File: config.mk
export PLATFORM = sky130hd
export DESIGN_NAME = mm4_fifo
export DESIGN_NICKNAME = d
export VERILOG_FILES = /design/src/sv/mm4_pkg.sv /design/src/sv/mm4_fifo.sv
export SDC_FILE = /design/constraint.sdc
export NUM_CORES = 1
export LEC_CHECK = 0
export BUFFER_PORTS_ARGS = -buffer_cell sky130_fd_sc_hd__buf_2
export CAP_MARGIN = 15
export CORE_MARGIN = 1
export CORE_UTILIZATION = 40
export CTS_CLUSTER_SIZE = 16
export DETAILED_ROUTE_END_ITERATION = 8
export SYNTH_ARGS = -nofsm -noshare
export SYNTH_HDL_FRONTEND = slang
export SYNTH_SLANG_ARGS = --single-unit
File: constraint.sdc
create_clock -name clk_i -period 2 [get_ports clk_i]
set_input_delay 0.1 -clock clk_i [delete_from_list [all_inputs] [get_ports clk_i]]
set_output_delay 0.1 -clock clk_i [all_outputs]
set_load 0.005 [all_outputs]
File: src/sv/mm4_pkg.sv
package mm4_pkg;

  // Default number of fraction bits of the fixed-point format.
  localparam int unsigned FRAC_BITS_DEF = 16;

  // Matrix geometry.
  localparam int unsigned ELEMS  = 16;
  localparam int unsigned ADDR_W = 4;

  // Wide accumulator: four 64-bit terms need two guard bits.
  localparam int unsigned ACC_W = 66;

  // Queue between front and back.
  localparam int unsigned QDEPTH = 4;
  localparam int unsigned QPTR_W = $clog2(QDEPTH);
  localparam int unsigned QCNT_W = $clog2(QDEPTH + 1);

  // Command codes on the input beat.
  localparam logic [1:0] CMD_LOAD_LEFT  = 2'd0;
  localparam logic [1:0] CMD_LOAD_RIGHT = 2'd1;
  localparam logic [1:0] CMD_COMPUTE    = 2'd2;

  // Saturation limits.
  localparam logic signed [31:0] SAT_MAX = 32'sh7FFF_FFFF;
  localparam logic signed [31:0] SAT_MIN = 32'sh8000_0000;

  // Operation after classification.
  typedef enum logic [1:0] {
    OP_LOAD_LEFT  = 2'd0,
    OP_LOAD_RIGHT = 2'd1,
    OP_COMPUTE    = 2'd2
  } op_e;

  typedef struct packed {
    logic [1:0]         command;
    logic [1:0]         row;
    logic [1:0]         col;
    logic signed [31:0] element_value;
  } in_item_t;

  typedef struct packed {
    logic [1:0]         out_row;
    logic [1:0]         out_col;
    logic signed [31:0] product_value;
    logic               saturated;
    logic               last_of_run;
  } out_item_t;

  // Queue entry.
  typedef struct packed {
    op_e                op;
    logic [ADDR_W-1:0]  addr;
    logic signed [31:0] value;
  } q_item_t;

endpackage

File: src/sv/mm4_fifo.sv
module mm4_fifo (
  input  logic             clk_i,
  input  logic             rst_ni,
  input  logic             push_i,
  input  mm4_pkg::q_item_t push_data_i,
  output logic             full_o,
  output logic             valid_o,
  input  logic             pop_i,
  output mm4_pkg::q_item_t pop_data_o
);
  import mm4_pkg::*;

  q_item_t           mem_q [QDEPTH];
  logic [QPTR_W-1:0] wr_q, rd_q;
  logic [QCNT_W-1:0] cnt_q;
  logic              do_push, do_pop;

  assign full_o  = (cnt_q == QCNT_W'(QDEPTH));
  assign valid_o = (cnt_q != '0);
  assign do_push = push_i & ~full_o;
  assign do_pop  = pop_i & valid_o;

  assign pop_data_o = mem_q[rd_q];

  // Pointers and fill count.
  always_ff @(posedge clk_i or negedge rst_ni) begin
    if (!rst_ni) begin
      wr_q  <= '0;
      rd_q  <= '0;
      cnt_q <= '0;
    end else begin
      if (do_push) begin
        wr_q <= wr_q + QPTR_W'(1);
      end
      if (do_pop) begin
        rd_q <= rd_q + QPTR_W'(1);
      end
      if (do_push && !do_pop) begin
        cnt_q <= cnt_q + QCNT_W'(1);
      end else if (do_pop && !do_push) begin
        cnt_q <= cnt_q - QCNT_W'(1);
      end
    end
  end

  // Entry storage.
  always_ff @(posedge clk_i) begin
    if (do_push) begin
      mem_q[wr_q] <= push_data_i;
    end
  end

endmodule

==> flow_summary.json <==
{
  "core-area_mm2": 0.01453,
  "numPortBuffers": 81,
  "antenna_violating_nets_post_route": 0,
  "cts_sinks": 159,
  "clock.fmax_ghz": 0.5280,
  "grt_max_degree": 39,
  "fill_cells": 1183,
  "path_clk_slew_ps": 60,
  "worstMarginPinSlew_ps": 393.2,
  "synth.distinct_cells": 22,
  "relSlewSlack_pct": 73.79,
  "hold_viol_final": 0,
  "cp_data_required_time_ps": 1900,
  "postSynthCellCount": 234,
  "drtIter0Drc": 198,
  "final_setup_violation_count": 0,
  "finish.net_count": 429,
  "total_leakage_power_nw": 2.735,
  "drt-vias-per-instance": 4.924,
  "numCtsBuffers": 17,
  "post_layout_nonfiller_instances": 578,
  "gp_congestion": 0.7200,
  "powerDensity_mw_per_mm2": 1450,
  "drt_pre_antenna_iters": 5,
  "final_cell_area_mm2": 0.007744,
  "initial_utilization_pct": 41.07,
  "globalRouteTotalUtil_pct": 15.21,
  "die-area_mm2": 0.01542,
  "grt.overflow.total": 0,
  "synth.ff_latch_count": 159,
  "result_of_the_run": "finished, final reports clean",
  "top_level_ports": 82,
  "cp-end-kind": "primary output",
  "remaining_drc_errors": 0,
  "drt_wl_total_um": 10610,
  "layout_min_cycle_time_ps": 1894,
  "finalMaxSlewViolations": 0,
  "later_pin_clock_latency_in_the_skew_report_ps": 410,
  "syn-cell-area_mm2": 0.005969,
  "p_switching_mw": 2.905,
  "final_min_period_over_clock_period_pct": 94.69,
  "dieHeight_um": 124.2,
  "place.detailed.hpwl_um": 6135,
  "rows": 44,
  "synth_sequential_area_ratio_pct": 79.40,
  "grt_pass1_wl_um": 16460,
  "worst-endpoint-arrival_ps": 1790,
  "synth-warning-count": 0,
  "crit_path_max_fanout": 6,
  "clock_power_share_pct": 30.2,
  "swShare_pct": 25.87,
  "max-vdd-ir-drop_uv": 785.8,
  "antenna_violations_before_repair": 0,
  "clock-skew-final_ps": 5.409,
  "flow.area_growth_from_synthesis_pct": 29.72,
  "place_inst": 503,
  "place_area_mm2": 0.006671,
  "setup_tns_ps": 0,
  "avgSynthCellArea_um2": 25.51,
  "post_drt_wl_per_cell_um": 18.35,
  "combPwrFrac_pct": 28.7,
  "die_w_um": 124.2,
  "power.internal_mw": 8.326,
  "clk_root_buf": "clkbuf_16",
  "antennaDiodeCount": 0,
  "grt_pass1_vias": 3033,
  "share_seq_of_total_power_pct": 41.0,
  "cts_max_path_buffers": 2,
  "drive_gt1_share_pct": 45.69,
  "start_kind": "flip-flop",
  "cts_tree": "built",
  "route.vias.total": 2846,
  "synth_nets": 282,
  "drv_cap": 0,
  "startpoint_to_endpoint_class_of_the_critical_path": "reg -> out",
  "holdCritPathClass": "in -> async",
  "cts_htree_levels": 4,
  "setup_repair_after_global_routing_missed_its_margin": "yes"
}
sequential cells by signal, indices dropped and copies added, names as in the netlist:
signal  flops
mem_q     152
cnt_q       3
wr_q        2
rd_q        2
final timing paths:
| path | from | to | slack, ps | depth (start not counted) |
|---|---|---|---|---|
| max reg2reg | cnt_q[0] | cnt_q[2] | 110 | 8 |
| max | rd_q[0] | pop_data_o[33] | 110 | 3 |
| min in group clk_i | push_i | cnt_q[0] | 230 | 4 |
| min | rst_ni | cnt_q[2] | 40 | 2 |
| max in group asynchronous | rst_ni | rd_q[0] | 1770 | 2 |
| min reg2reg | cnt_q[2] | cnt_q[2] | 510 | 1 |
repair_timing:
action	in CTS	in global routing
endpoints found under the setup margin	27	2
hold endpoints to repair	161	0
resized for setup	2	4
pin swaps	0	4
setup buffers	3	0
hold buffers	40	0
layout by cell type, fill, tap and decap left out, drive strengths merged, types with 2 or more instances in the layout:
cell	count
mux2	2
clkinv	7
and2	4
inv	3
buf	98
bufinv	5
dlygate4sd3	40
edfxtp	152
xor2	2
dfrtp	7
ha	5
clkbuf	19
xnor2	4
mux4	38
per-stage QoR:
stage               util, %  power, mW  setup WS (ps)  hold WS (ps)
finish                53.28      11.23          106.2         43.71
global route          53.28      11.81         -4.366         46.69
CTS                   53.16      11.39          10.43         29.49
detailed placement    45.90      7.853          11.61        -51.83
global placement      45.90      7.794          48.20        -58.59
floorplan                 -      6.658          11.86        -195.6
cell families after synthesis:
kind of cell | share of synthesized area, %
DFF | 79.40
buffers and inverters | 2.201
and+or+nand+nor | 1.362
muxes | 14.78
xor gates and xnor gates | 0.8803
adders and majority gates | 1.383
worst max-delay path: stages, from the launching register on:
cell	delay, ps
dfrtp_4	490
buf_4	210
mux4_2	540
buf_2	140
power groups by stage:
stage	combinational, mW	sequential [mW]	clock [mW]
finish	3.23	4.61	3.39
global route	3.53	4.67	3.60
detailed placement	3.12	4.73	0
global placement	3.10	4.69	0
CTS	3.30	4.62	3.47
floorplan	2.04	4.62	0
Yosys cell counts, drive strengths merged:
library cell  number  area, um2
xor2               2      17.52
mux2               2      26.27
nor3b              1      18.77
ha                 5      62.56
nor2               1      3.750
mux4              38      855.8
and2               4      30.03
inv                3      11.26
buf               10      120.1
fa                 1      20.02
nand3              1      5.000
xnor2              4      35.03
dfrtp              7      175.2
nor2b              1      8.760
or3                1      11.26
edfxtp           152       4564
nand2              1      3.750
cell type report:
class / count / area (um2) / area share, %
clock buffer: 19 / 432.9 / 5.591
clock inverter: 13 / 193.9 / 2.504
inverter: 3 / 11.26 / 0.1454
multi-input combinational: 62 / 1121 / 14.48
sequential: 159 / 4746 / 61.29
tap: 184 / 230.2 / 2.973
timing repair buffer: 138 / 1008 / 13.02
metal layers:
metal | vias to the layer above | share of wire [%] | wire, um | GRT usage [%]
met2 | 70 | 48 | 5067 | 22.89
met4 | 0 | 1.5 | 157 | 7.143
met5 | - | 0 | 0 | 0
met3 | 13 | 4.9 | 521 | 4.167
li1 | 1275 | - | - | -
met1 | 1488 | 46 | 4858 | 20.60
(Power assumes the default switching activity.)
