**config.mk**
```make
export PLATFORM = sky130hd
export DESIGN_NAME = mm4_front
export DESIGN_NICKNAME = d
export VERILOG_FILES = /design/src/sv/mm4_pkg.sv /design/src/sv/mm4_front.sv
export SDC_FILE = /design/constraint.sdc
export NUM_CORES = 1
export LEC_CHECK = 0
export BUFFER_PORTS_ARGS = -buffer_cell sky130_fd_sc_hd__buf_4
export CAP_MARGIN = 25
export CORE_MARGIN = 2
export CORE_UTILIZATION = 31
export CTS_BUF_LIST = sky130_fd_sc_hd__clkbuf_8
export DETAILED_ROUTE_END_ITERATION = 16
export SYNTH_ARGS = -nofsm -noshare
export SYNTH_HDL_FRONTEND = slang
export SYNTH_SLANG_ARGS = --single-unit
```
**constraint.sdc**
```tcl
create_clock -name clk_i -period 3.1 [get_ports clk_i]
set_clock_uncertainty 0.2 [all_clocks]
set_input_delay 0.465 -clock clk_i [delete_from_list [all_inputs] [get_ports clk_i]]
set_output_delay 0.465 -clock clk_i [all_outputs]
set_load 0.02 [all_outputs]
```
**src/sv/mm4_pkg.sv**
```systemverilog
package mm4_pkg;

  // Default number of fraction bits of the fixed-point format.
  localparam int unsigned FRAC_BITS_DEF = 16;

  // Matrix geometry.
  localparam int unsigned ELEMS  = 16;
  localparam int unsigned ADDR_W = 4;

  // Wide accumulator: four 64-bit terms need two guard bits.
  localparam int unsigned ACC_W = 66;

  // Queue between front and back.
  localparam int unsigned QDEPTH = 4;
  localparam int unsigned QPTR_W = $clog2(QDEPTH);
  localparam int unsigned QCNT_W = $clog2(QDEPTH + 1);

  // Command codes on the input beat.
  localparam logic [1:0] CMD_LOAD_LEFT  = 2'd0;
  localparam logic [1:0] CMD_LOAD_RIGHT = 2'd1;
  localparam logic [1:0] CMD_COMPUTE    = 2'd2;

  // Saturation limits.
  localparam logic signed [31:0] SAT_MAX = 32'sh7FFF_FFFF;
  localparam logic signed [31:0] SAT_MIN = 32'sh8000_0000;

  // Operation after classification.
  typedef enum logic [1:0] {
    OP_LOAD_LEFT  = 2'd0,
    OP_LOAD_RIGHT = 2'd1,
    OP_COMPUTE    = 2'd2
  } op_e;

  typedef struct packed {
    logic [1:0]         command;
    logic [1:0]         row;
    logic [1:0]         col;
    logic signed [31:0] element_value;
  } in_item_t;

  typedef struct packed {
    logic [1:0]         out_row;
    logic [1:0]         out_col;
    logic signed [31:0] product_value;
    logic               saturated;
    logic               last_of_run;
  } out_item_t;

  // Queue entry.
  typedef struct packed {
    op_e                op;
    logic [ADDR_W-1:0]  addr;
    logic signed [31:0] value;
  } q_item_t;

endpackage

```
**src/sv/mm4_front.sv**
```systemverilog
module mm4_front (
  input  logic              clk_i,
  input  logic              rst_ni,
  input  logic              in_valid_i,
  output logic              in_stall_o,
  input  mm4_pkg::in_item_t in_data_i,
  output logic              push_o,
  output mm4_pkg::q_item_t  push_data_o,
  input  logic              full_i
);
  import mm4_pkg::*;

  logic     hold_q, hold_d;
  q_item_t  item_q, item_d;
  logic     accept;
  logic     legal;

  // The holding register stalls the input only while the queue is full.
  assign in_stall_o = hold_q & full_i;
  assign accept     = in_valid_i & ~in_stall_o;
  assign push_o     = hold_q & ~full_i;

  // Classify the beat; an unknown command is dropped here.
  always_comb begin
    legal        = 1'b1;
    item_d.addr  = {in_data_i.row, in_data_i.col};
    item_d.value = in_data_i.element_value;
    item_d.op    = OP_COMPUTE;
    case (in_data_i.command)
      CMD_LOAD_LEFT:  item_d.op = OP_LOAD_LEFT;
      CMD_LOAD_RIGHT: item_d.op = OP_LOAD_RIGHT;
      CMD_COMPUTE:    item_d.op = OP_COMPUTE;
      default:        legal     = 1'b0;
    endcase
  end

  // Keep the entry until the queue takes it.
  assign hold_d = (accept & legal) | (hold_q & full_i);

  always_ff @(posedge clk_i or negedge rst_ni) begin
    if (!rst_ni) begin
      hold_q <= 1'b0;
    end else begin
      hold_q <= hold_d;
    end
  end

  always_ff @(posedge clk_i) begin
    if (accept && legal) begin
      item_q <= item_d;
    end
  end

  assign push_data_o = item_q;

endmodule

```
==> summary.txt, run 1 <==
======================================================================================
Async SR Flop Fraction ..................................................        2.56%
Critical path arrival ...................................................       970 ps
Run status .............................................................. complete, no violations
Combinational fraction of design power ..................................        11.3%
Die footprint ...........................................................  0.00442 mm²
I/O pin cnt .............................................................           82
Sequential group share of total power ...................................        49.5%
Cell chain of the critical path ......................................... and2_4 > buf_4
Final design area excluding fillers .....................................  0.00203 mm²
Synth Warn # ............................................................            0
Final core utilization ..................................................        54.7%
DP Area .................................................................  0.00189 mm²
Dominant cell by count in the synthesized netlist ....................... sky130_fd_sc_hd__edfxtp_1
Global-route total usage across every layer .............................        13.4%
Global-route wire length before repair ..................................      3.95 mm
Hold violation count in the final report ................................            0
Max-cap violation count .................................................            0
Peak supply drop ........................................................     0.310 mV
Via count normalized by instance count ..................................         4.12
Critical path buffers and inverters .....................................            1
Final weighted congestion of routability-driven global placement ........        0.663
Number of unique standard cell types used by synthesis ..................            8
Buffers on Ports ........................................................           81
TritonCTS clock tree ....................................................          yes
Crit path required time .................................................      2430 ps
Die X-Extent ............................................................      66.5 µm
Library cell contributing the largest single delay on the critical path . sky130_fd_sc_hd__dfrtp_1
Number of enable flip-flop cells after synthesis ........................           38
Antenna diodes ..........................................................            0
Number of stages on the worst hold path .................................            1
Seq cells post-synth ....................................................           39
Post-route worst setup slack ............................................      1460 ps
Main synth FF type ...................................................... sky130_fd_sc_hd__edfxtp_1
Largest net degree at the start of global routing .......................           39
Accumulated negative setup slack ........................................         0 ps
Vertical extent of the die ..............................................      66.5 µm
RSZ-0062 raised after global routing ....................................           no
Share of the yosys chip area belonging to registers .....................        96.3%
Largest buffer count on any clock path ..................................            2
Design Power ............................................................      1260 µW
Core region area ........................................................  0.00372 mm²
Total gr overflow .......................................................            0
Router iterations before antenna repair .................................            3
Number of standard cells after synthesis ................................           46
Achievable Freq .........................................................      611 MHz
Top post-synthesis cells by area ........................................ sky130_fd_sc_hd__edfxtp_1 (94%), sky130_fd_sc_hd__dfrtp_1 (2.1%), sky130_fd_sc_hd__nor2b_1 (1.0%)
Startpoint kind of the worst setup timing path ..........................     register
Later-pin clock latency in the skew report ..............................       290 ps
Initial detailed-routing violation count ................................           22
Clock-pin slew on the worst setup and hold paths ........................        80 ps
Via count ...............................................................          758
Critical register-to-register path startpoint ...........................       hold_q
Worst slack at placement ................................................      1220 ps
Leading post-synthesis cells by instance count .......................... sky130_fd_sc_hd__edfxtp_1 (38), sky130_fd_sc_hd__nor2b_1 (2)
Post-synth net total ....................................................           88
Total standard cell area after synthesis ................................  0.00121 mm²
Time the worst path needs with I/O delays and setup .....................      1640 ps
Proportion of power drawn by the clock network ..........................        39.1%
Worst stage delay on the critical path ..................................       380 ps
Antenna violations before repair ........................................            0
Share of the clock period used by the worst path after layout ...........        52.8%
Synth top area share ....................................................        94.2%
Internal Power ..........................................................      1000 µW
Residual DRC count ......................................................            0
Clock tree sinks ........................................................           39
Growth of design area from synthesis to finish ..........................        67.9%
Largest delay contributor family on the critical path ...................   flip-flops
Number of cells upsized or downsized after cts ..........................            0
Clock Tree Root ......................................................... sky130_fd_sc_hd__clkbuf_8
Switch share ............................................................        20.0%
Vias in the first global route ..........................................          803
Origin of the worst min-delay path ...................................... in_data_i[34]
Starting Density ........................................................        32.6%
Detail Route Antenna Nets ...............................................            0
Wire length per cell ....................................................      14.3 µm
Final setup vio count ...................................................            0
Max-Slew Margin vs Limit ................................................        69.3%
Type of element capturing the critical path .............................   output pin
Number of gates on the worst path with buffers counted ..................            2
Cell Pwr Density ........................................................   618 mW/mm²
Share of cells above drive strength 1 ...................................        66.9%
Number of nets in the final layout ......................................          177
Library cell with the largest summed area after synthesis ............... sky130_fd_sc_hd__edfxtp_1
Worst min path class ....................................................    in -> reg
Leakage component of the power ..........................................  0.000861 µW
Num CTS Buffers .........................................................            5
Crit. Startpoint ........................................................       hold_q
Kind of critical path ...................................................   reg -> out
Net switching component of the power ....................................       252 µW
Length in cells of the worst reg-to-reg path ............................            3
Number of rows created at floorplan .....................................           22
Synth Area per Inst .....................................................     26.3 µm²
Number of H-tree levels .................................................            2
Final Max Slew Viols ....................................................            0
Transition time of the tightest slew-check pin ..........................       460 ps
Top fanout value on the critical path ...................................            3
Sum of routed wire length over all layers ...............................      2.62 mm
======================================================================================
==> metal layers <==
layer	vias to the layer above	routed length (µm)	track usage [%]
met5	-	0	0
met4	0	127	12.0
met3	11	256	6.08
met2	51	1400	21.5
met1	343	839	12.6
li1	353	-	-
==> layout by cell type, fill, tap and decap left out <==
cell | synthesis | routed
sky130_fd_sc_hd__a21bo_1 | 1 | 1
sky130_fd_sc_hd__and2_4 | 1 | 1
sky130_fd_sc_hd__buf_4 | 0 | 82
sky130_fd_sc_hd__bufinv_16 | 0 | 2
sky130_fd_sc_hd__clkbuf_8 | 0 | 5
sky130_fd_sc_hd__dfrtp_1 | 1 | 1
sky130_fd_sc_hd__dlygate4sd3_1 | 0 | 1
sky130_fd_sc_hd__edfxtp_1 | 38 | 38
sky130_fd_sc_hd__inv_1 | 0 | 1
sky130_fd_sc_hd__nand2b_1 | 1 | 1
sky130_fd_sc_hd__nor2_4 | 0 | 1
sky130_fd_sc_hd__nor2b_1 | 2 | 2
==> path summary, 6_finish.rpt <==
path / endpoint / slack, ps
max: in_stall_o / 1460
min: push_data_o[34] / 140
max reg2reg: push_data_o[15] / 1520
min reg2reg: hold_q / 440
max in group asynchronous: hold_q / 2300
min in group asynchronous: hold_q / 320
==> layout make-up <==
class | instances | area (µm²)
repair buffers | 83 | 626
well taps | 48 | 60.1
flip-flops and latches | 39 | 1170
clock inverters | 3 | 63.8
multi-input cells | 6 | 48.8
clock buffers | 5 | 68.8
fillers | 306 | 1680
==> flip-flops by register name, summed over array words and instances, names as in the netlist <==
| signal | cells |
|---|---|
| hold_q | 1 |
| push_data_o | 38 |
==> kinds of logic after synthesis <==
family,after synthesis,synth area share [%]
flops,39,96.3
simple gates,5,2.58
buf+inv,1,0.310
compound gates,1,0.826
==> power groups by stage <==
stage	logic (µW)	registers [µW]	clock network [µW]
2_1_floorplan	17.7	671	0
3_5_place_dp	144	635	0
6_report	142	622	491
4_1_cts	145	623	501
3_3_place_gp	141	633	0
5_1_grt	152	625	530
==> per-stage QoR <==
stage / std cells / hold slack [ps]
finish: 184 / 143
global route: 184 / 121
CTS: 184 / 135
detailed placement: 175 / 41.7
global placement: 175 / 40.7
floorplan: 46 / -30.6
==> what timing repair did <==
item                                   4_1_cts  5_1_grt
buffers inserted                             0        0
hold buffers                                 1        0
endpoints found under the hold margin        1        0
(Power assumes the default switching activity.)
==> run 2: changes to the inputs <==
==> constraint.sdc (replaced) <==
create_clock -name clk_i -period 1.7 [get_ports clk_i]
set_clock_uncertainty 0.2 [all_clocks]
set_input_delay 0.255 -clock clk_i [delete_from_list [all_inputs] [get_ports clk_i]]
set_output_delay 0.255 -clock clk_i [all_outputs]
set_load 0.02 [all_outputs]
==> run 2 against run 1 <==
Compared with the run above:
- sequential power up 82%
- via count rose by 16%
- first-iteration DRC count up 68%
- non-clock buffer count up 37
- clock power increased by 13%
- wire length is 12% higher
- combinational power is 140% higher
- setup slack worse by 1200 ps
- clock-buffer cell count did not move
- worst hold slack lost 80 ps
- final area rose by 16%
==> summary.txt, run 2 (same netlist as run 1, synthesis figures left out) <==
======================================================================================
Leading cell types in the layout, fill and taps excluded ................ sky130_fd_sc_hd__buf_4 (81), sky130_fd_sc_hd__dlygate4sd3_1 (38), sky130_fd_sc_hd__edfxtp_1 (38)
Share of the clock period used by the worst path after layout ...........        82.9%
Later-pin clock latency in the skew report ..............................       280 ps   about the same
Sum of routed wire length over all layers ...............................      2.95 mm   +12%
Most common library cell in the layout ignoring fill and taps ........... sky130_fd_sc_hd__buf_4
Crit path required time .................................................      1240 ps   -1190 ps
Accumulated negative setup slack ........................................         0 ps   unchanged
Largest delay contributor family on the critical path ...................   flip-flops
TritonCTS clock tree ....................................................          yes
Leakage component of the power ..........................................  0.000991 µW   +15%
Router iterations before antenna repair .................................            4   +1
Number of cells upsized or downsized after cts ..........................            0   unchanged
Wire length per cell ....................................................      13.4 µm   -6.1%
Detail Route Antenna Nets ...............................................            0   unchanged
Number of H-tree levels .................................................            2   unchanged
Library cell contributing the largest single delay on the critical path . sky130_fd_sc_hd__dfrtp_1
Type of element capturing the critical path .............................   output pin
Die X-Extent ............................................................      66.5 µm   unchanged
Hold violation count in the final report ................................            0   unchanged
Proportion of power drawn by the clock network ..........................        27.4%   -12 points
Sequential group share of total power ...................................        56.1%   +6.6 points
Time the worst path needs with I/O delays and setup .....................      1410 ps
I/O pin cnt .............................................................           82   unchanged
Antenna violations before repair ........................................            0   unchanged
Transition time of the tightest slew-check pin ..........................       199 ps   -261 ps
Final Max Slew Viols ....................................................            0   unchanged
RSZ-0062 raised after global routing ....................................           no
Cell chain of the critical path ......................................... and2_4 > buf_4
Flip-flop count of the largest register, all copies and words added .....           38   unchanged
Internal Power ..........................................................      1580 µW   +58%
Largest net degree at the start of global routing .......................           39   unchanged
Cell Pwr Density ........................................................   858 mW/mm²   +39%
DP Area .................................................................  0.00190 mm²   +0.66%
Largest buffer count on any clock path ..................................            2   unchanged
Critical path arrival ...................................................       950 ps   -20 ps
Startpoint kind of the worst setup timing path ..........................     register
Worst min path class ....................................................    in -> reg
Max-cap violation count .................................................            0   unchanged
Final setup vio count ...................................................            0   unchanged
Number of rows created at floorplan .....................................           22   unchanged
Total gr overflow .......................................................            0   unchanged
Worst stage delay on the critical path ..................................       370 ps   about the same
Starting Density ........................................................        32.6%   unchanged
Clock-pin slew on the worst setup and hold paths ........................        70 ps   about the same
Share of cells above drive strength 1 ...................................        52.3%   -15 points
Switch share ............................................................        21.8%   +1.7 points
Vias in the first global route ..........................................          940   +17%
Critical path buffers and inverters .....................................            1   unchanged
Via count ...............................................................          879   +16%
Kind of critical path ...................................................   reg -> out
Peak supply drop ........................................................     0.492 mV   +59%
Final weighted congestion of routability-driven global placement ........        0.653   -1.5%
Combinational fraction of design power ..................................        16.6%   +5.3 points
Buffers on Ports ........................................................           81   unchanged
Number of inserted filler cells in the final layout .....................          265   -13%
Growth of design area from synthesis to finish ..........................        94.9%
Residual DRC count ......................................................            0   unchanged
Core region area ........................................................  0.00372 mm²   unchanged
Clock Tree Root ......................................................... sky130_fd_sc_hd__clkbuf_8
Antenna diodes ..........................................................            0   unchanged
Placed wire-length estimate .............................................      1.89 mm
Net switching component of the power ....................................       441 µW   +75%
Final worst hold slack ..................................................      63.6 ps   -79.6 ps
Run status .............................................................. complete, no violations
Number of nets in the final layout ......................................          214   +21%
Die footprint ...........................................................  0.00442 mm²   unchanged
Global-route total usage across every layer .............................        14.6%   +1.2 points
Via count normalized by instance count ..................................         4.00   -3.0%
Worst slack at placement ................................................       229 ps   -996 ps
Num CTS Buffers .........................................................            5   unchanged
Vertical extent of the die ..............................................      66.5 µm   unchanged
Final design area excluding fillers .....................................  0.00236 mm²   +16%
Global-route wire length before repair ..................................      4.37 mm   +10%
Post-route worst setup slack ............................................       291 ps   -1170 ps
Top fanout value on the critical path ...................................            3   unchanged
Clock tree sinks ........................................................           39   unchanged
Initial detailed-routing violation count ................................           37   +68%
Max-Slew Margin vs Limit ................................................        86.7%   +17 points
Achievable Freq .........................................................      709 MHz
======================================================================================
-- run 2: cell count changes in the layout (fill, tap and decap cells not counted) --
cell / before / now
sky130_fd_sc_hd__dlygate4sd3_1: 1 / 38
sky130_fd_sc_hd__bufinv_16: 2 / 0
sky130_fd_sc_hd__buf_12: 0 / 1
sky130_fd_sc_hd__buf_4: 82 / 81
sky130_fd_sc_hd__clkinv_1: 0 / 1
sky130_fd_sc_hd__clkinv_2: 0 / 1
sky130_fd_sc_hd__inv_1: 1 / 0
-- run 2: worst paths after layout --
path,depth (start not counted),from,slack (ps),endpoint
worst min-delay path,2,in_data_i[37],60,push_data_o[36]
worst max-delay path,2,hold_q,290,in_stall_o
min in group asynchronous,2,rst_ni,90,hold_q
worst min register to register,2,hold_q,440,hold_q
max in group asynchronous,2,rst_ni,1140,hold_q
worst max register to register,3,hold_q,340,push_data_o[21]
-- run 2: metrics by stage --
stage	utilization (%)	total power [µW]	cells
2_1_floorplan	-	1260	46
3_3_place_gp	51.2	1420	175
3_5_place_dp	51.2	1420	175
4_1_cts	63.5	2040	220
5_1_grt	63.5	2110	220
6_report	63.5	2020	220
-- run 2: power by group through the flow --
stage | Clock [µW] | Sequential, µW | Combinational, µW
floorplan | 0 | 1220 | 35.3
global placement | 0 | 1150 | 263
detailed placement | 0 | 1160 | 267
CTS | 572 | 1140 | 337
global route | 611 | 1140 | 357
finish | 554 | 1130 | 336
-- run 2: layer usage --
metal	up-vias	wire [µm]	global-route usage [%]
li1	428	-	-
met5	-	0	0
met3	6	213	5.07
met2	48	1690	27.5
met1	397	957	13.0
met4	0	83	8.67
-- run 2: cell type report --
cell class              count  area, µm²  area share (%)
clock buffers               5       68.8            2.91
clock inverters             2       8.76           0.371
multi-input cells           6       48.8            2.07
flip-flops and latches     39       1170            49.4
well taps                  48       60.1            2.54
repair buffers            120       1010            42.7
-- run 2: timing repair --
| item | CTS | global route |
|---|---|---|
| hold buffers | 38 | 0 |
| hold endpoints to repair | 38 | 0 |
| buffers inserted | 0 | 0 |
==> run 3: changes to the inputs <==
--- a/config.mk
+++ b/config.mk
@@ -5,6 +5,7 @@
 export SDC_FILE = /design/constraint.sdc
 export NUM_CORES = 1
 export LEC_CHECK = 0
+export ABC_AREA = 1
 export BUFFER_PORTS_ARGS = -buffer_cell sky130_fd_sc_hd__buf_4
 export CAP_MARGIN = 25
 export CORE_MARGIN = 2
==> constraint.sdc (replaced) <==
create_clock -name clk_i -period 1.3 [get_ports clk_i]
set_clock_uncertainty 0.2 [all_clocks]
set_input_delay 0.195 -clock clk_i [delete_from_list [all_inputs] [get_ports clk_i]]
set_output_delay 0.195 -clock clk_i [all_outputs]
set_load 0.02 [all_outputs]
==> run 3 against run 2 <==
Compared with the run above:
- the flow now finishes with violations (negative setup slack)
- global-route usage decreased by 1.1 points
- synthesized area increased by 0.31%
- worst hold slack got worse by 49 ps
- combinational power increased by 37%
- critical path depth increased by 2
- final area increased by 4.3%
- cell count increased by 4.1%
- register-to-register slack got worse by 380 ps
- via count increased by 4.0%
- synthesized cell count increased by 8.7%
- wire length decreased by 1.2%
- largest power group unchanged
- highest routed layer unchanged
==> summary.txt, run 3 <==
==================================================================================
Final weighted congestion of routability-driven global placement ....        0.599   -8.3%
Achievable Freq .....................................................      744 MHz
Placed wire-length estimate .........................................      1.90 mm   +0.26%
Router iterations before antenna repair .............................            4   unchanged
Post-route worst setup slack ........................................     -44.2 ps   -335 ps
Share of cells above drive strength 1 ...............................        53.6%   +1.3 points
Largest buffer count on any clock path ..............................            2   unchanged
Synth Warn # ........................................................            0   unchanged
Via count normalized by instance count ..............................         3.99   -0.10%
Dominant cell by count in the synthesized netlist ................... sky130_fd_sc_hd__edfxtp_1
Run status .......................................................... complete, but fails checks
Library cell with the largest summed area after synthesis ........... sky130_fd_sc_hd__edfxtp_1
Synth top area share ................................................        93.9%   -0.29 points
TritonCTS clock tree ................................................          yes
Total standard cell area after synthesis ............................  0.00121 mm²   +0.31%
Crit path required time .............................................      1080 ps   -160 ps
Largest net degree at the start of global routing ...................           25   -36%
Number of rows created at floorplan .................................           22   unchanged
Clock Tree Root ..................................................... sky130_fd_sc_hd__clkbuf_8
Most common library cell in the layout ignoring fill and taps ....... sky130_fd_sc_hd__buf_4
Global-route total usage across every layer .........................        13.4%   -1.1 points
Number of setup buffers added after CTS .............................            0   unchanged
Starting Density ....................................................        32.7%   +0.10 points
Clock tree sinks ....................................................           39   unchanged
RSZ-0062 raised after global routing ................................          yes
Total gr overflow ...................................................            0   unchanged
Worst min path class ................................................    in -> reg
Initial detailed-routing violation count ............................           40   +8.1%
Critical register-to-register path startpoint .......................       hold_q
Transition time of the tightest slew-check pin ......................       146 ps   -52.5 ps
Kind of critical path ...............................................   reg -> reg
Clock-pin slew on the worst setup and hold paths ....................        70 ps   about the same
Share of the clock period used by the worst path after layout .......         103%
Crit. Startpoint ....................................................       hold_q
Type of element capturing the critical path .........................     register
Hold violation count in the final report ............................            0   unchanged
Number of enable flip-flop cells after synthesis ....................           38   unchanged
Top post-synthesis cells by area .................................... sky130_fd_sc_hd__edfxtp_1 (94%), sky130_fd_sc_hd__dfrtp_1 (2.1%), sky130_fd_sc_hd__nand2_2 (1.0%)
Final setup vio count ...............................................           39   +39
Critical path arrival ...............................................      1130 ps   +180 ps
Top fanout value on the critical path ...............................           24   +21
Origin of the worst min-delay path .................................. in_data_i[36]
Share of the yosys chip area belonging to registers .................        96.0%   -0.30 points
Growth of design area from synthesis to finish ......................         103%
Failing checks ...................................................... negative setup slack
Number of standard cells after synthesis ............................           50   +8.7%
Final worst hold slack ..............................................      14.3 ps   -49.3 ps
Detail Route Antenna Nets ...........................................            0   unchanged
Number of nets in the final layout ..................................          222   +3.7%
Die X-Extent ........................................................      66.6 µm   +0.14%
Cell Pwr Density ....................................................  1250 mW/mm²   +46%
Max-Slew Margin vs Limit ............................................        90.2%   +3.5 points
Synth Area per Inst .................................................     24.3 µm²   -7.7%
Accumulated negative setup slack ....................................     -1080 ps   -1080 ps
Number of cells upsized or downsized after cts ......................            0   unchanged
Post-synth net total ................................................           92   +4.5%
Sum of routed wire length over all layers ...........................      2.91 mm   -1.2%
I/O pin cnt .........................................................           82   unchanged
Leakage component of the power ......................................   0.00105 µW   +6.4%
Number of H-tree levels .............................................            2   unchanged
Final Max Slew Viols ................................................            0   unchanged
Max-cap violation count .............................................            0   unchanged
Residual DRC count ..................................................            0   unchanged
Antenna diodes ......................................................            0   unchanged
Buffers on Ports ....................................................           81   unchanged
Flip-flop count of the largest register, all copies and words added .           38   unchanged
Vias in the first global route ......................................          943   +0.32%
Time the worst path needs with I/O delays and setup .................      1340 ps
Antenna violations before repair ....................................            0   unchanged
Startpoint kind of the worst setup timing path ......................     register
Async SR Flop Fraction ..............................................        2.56%   unchanged
Core region area ....................................................  0.00372 mm²   unchanged
Vertical extent of the die ..........................................      66.6 µm   +0.14%
Via count ...........................................................          914   +4.0%
Num CTS Buffers .....................................................            5   unchanged
Peak supply drop ....................................................     0.633 mV   +29%
Main synth FF type .................................................. sky130_fd_sc_hd__edfxtp_1
Number of unique standard cell types used by synthesis ..............            9   +1
Later-pin clock latency in the skew report ..........................       280 ps   about the same
Wire length per cell ................................................      12.7 µm   -5.1%
Die footprint .......................................................  0.00444 mm²   +0.29%
Design Power ........................................................      3070 µW   +52%
Leading cell types in the layout, fill and taps excluded ............ sky130_fd_sc_hd__buf_4 (84), sky130_fd_sc_hd__dlygate4sd3_1 (38), sky130_fd_sc_hd__edfxtp_1 (38)
Seq cells post-synth ................................................           39   unchanged
Global-route wire length before repair ..............................      4.15 mm   -4.9%
Worst slack at placement ............................................     -32.6 ps   -262 ps
Leading post-synthesis cells by instance count ...................... sky130_fd_sc_hd__edfxtp_1 (38), sky130_fd_sc_hd__inv_1 (2), sky130_fd_sc_hd__nand2_1 (2), sky130_fd_sc_hd__nand2_2 (2), sky130_fd_sc_hd__nor2_1 (2)
==================================================================================
[run 3: stage by stage]
step	instance area (µm²)	instances	util, %
final	2460	229	66.3
after floorplan	1220	50	-
after global routing	2460	229	66.3
after CTS	2460	229	66.3
after global placement	1950	183	52.5
after detailed placement	1950	183	52.5
[run 3: report_power, final]
part           switching, µW  internal, µW  total, µW  leakage [µW]
clock network            370           758       1130     0.0000695
logic                    197           262        459      0.000615
registers               20.0          1470       1490      0.000370
total                    587          2490       3070       0.00105
[run 3: worst max-delay path: stages (launching register included)]
cell                      delay [ps]
sky130_fd_sc_hd__dfrtp_1         390
sky130_fd_sc_hd__nand2_2          90
sky130_fd_sc_hd__inv_4            40
sky130_fd_sc_hd__nor2_4          130
sky130_fd_sc_hd__buf_12          190
[run 3: worst paths after layout]
path	end	slack, ps	depth (start not counted)
max	push_data_o[6]	-40	4
min in group asynchronous	hold_q	40	2
min	push_data_o[36]	10	3
max reg2reg	push_data_o[6]	-40	4
min reg2reg	hold_q	450	3
max in group asynchronous	hold_q	780	2
[run 3: kinds of logic (layout without fill, tap and decap cells)]
family / count (synthesis) / count (layout) / synth area share, %
and+or+nand+nor: 7 / 7 / 2.78
DFF: 39 / 39 / 96.0
buffers and inverters: 4 / 135 / 1.24
[run 3: per-layer routing]
layer | GRT usage, % | share of wire (%) | vias up
met3 | 5.57 | 9.0 | 5
met1 | 13.4 | 39 | 409
met2 | 24.4 | 50 | 56
li1 | - | - | 444
met5 | 0 | 0 | -
met4 | 5.36 | 1.4 | 0
[run 3: final cells by class]
| cell class | instances | area [µm²] |
|---|---|---|
| Clock buffer | 5 | 68.8 |
| Multi-Input combinational cell | 7 | 38.8 |
| Sequential cell | 39 | 1170 |
| Timing Repair Buffer | 124 | 1050 |
| Tap cell | 48 | 60.1 |
| Clock inverter | 3 | 63.8 |
| Inverter | 3 | 13.8 |
| Fill cell | 265 | 1250 |
[run 3: repair_timing]
| action | 4_1_cts | 5_1_grt |
|---|---|---|
| hold buffers | 38 | 0 |
| endpoints found under the hold margin | 38 | 0 |
| setup endpoints to repair | 40 | 40 |
| gates cloned | 0 | 0 |
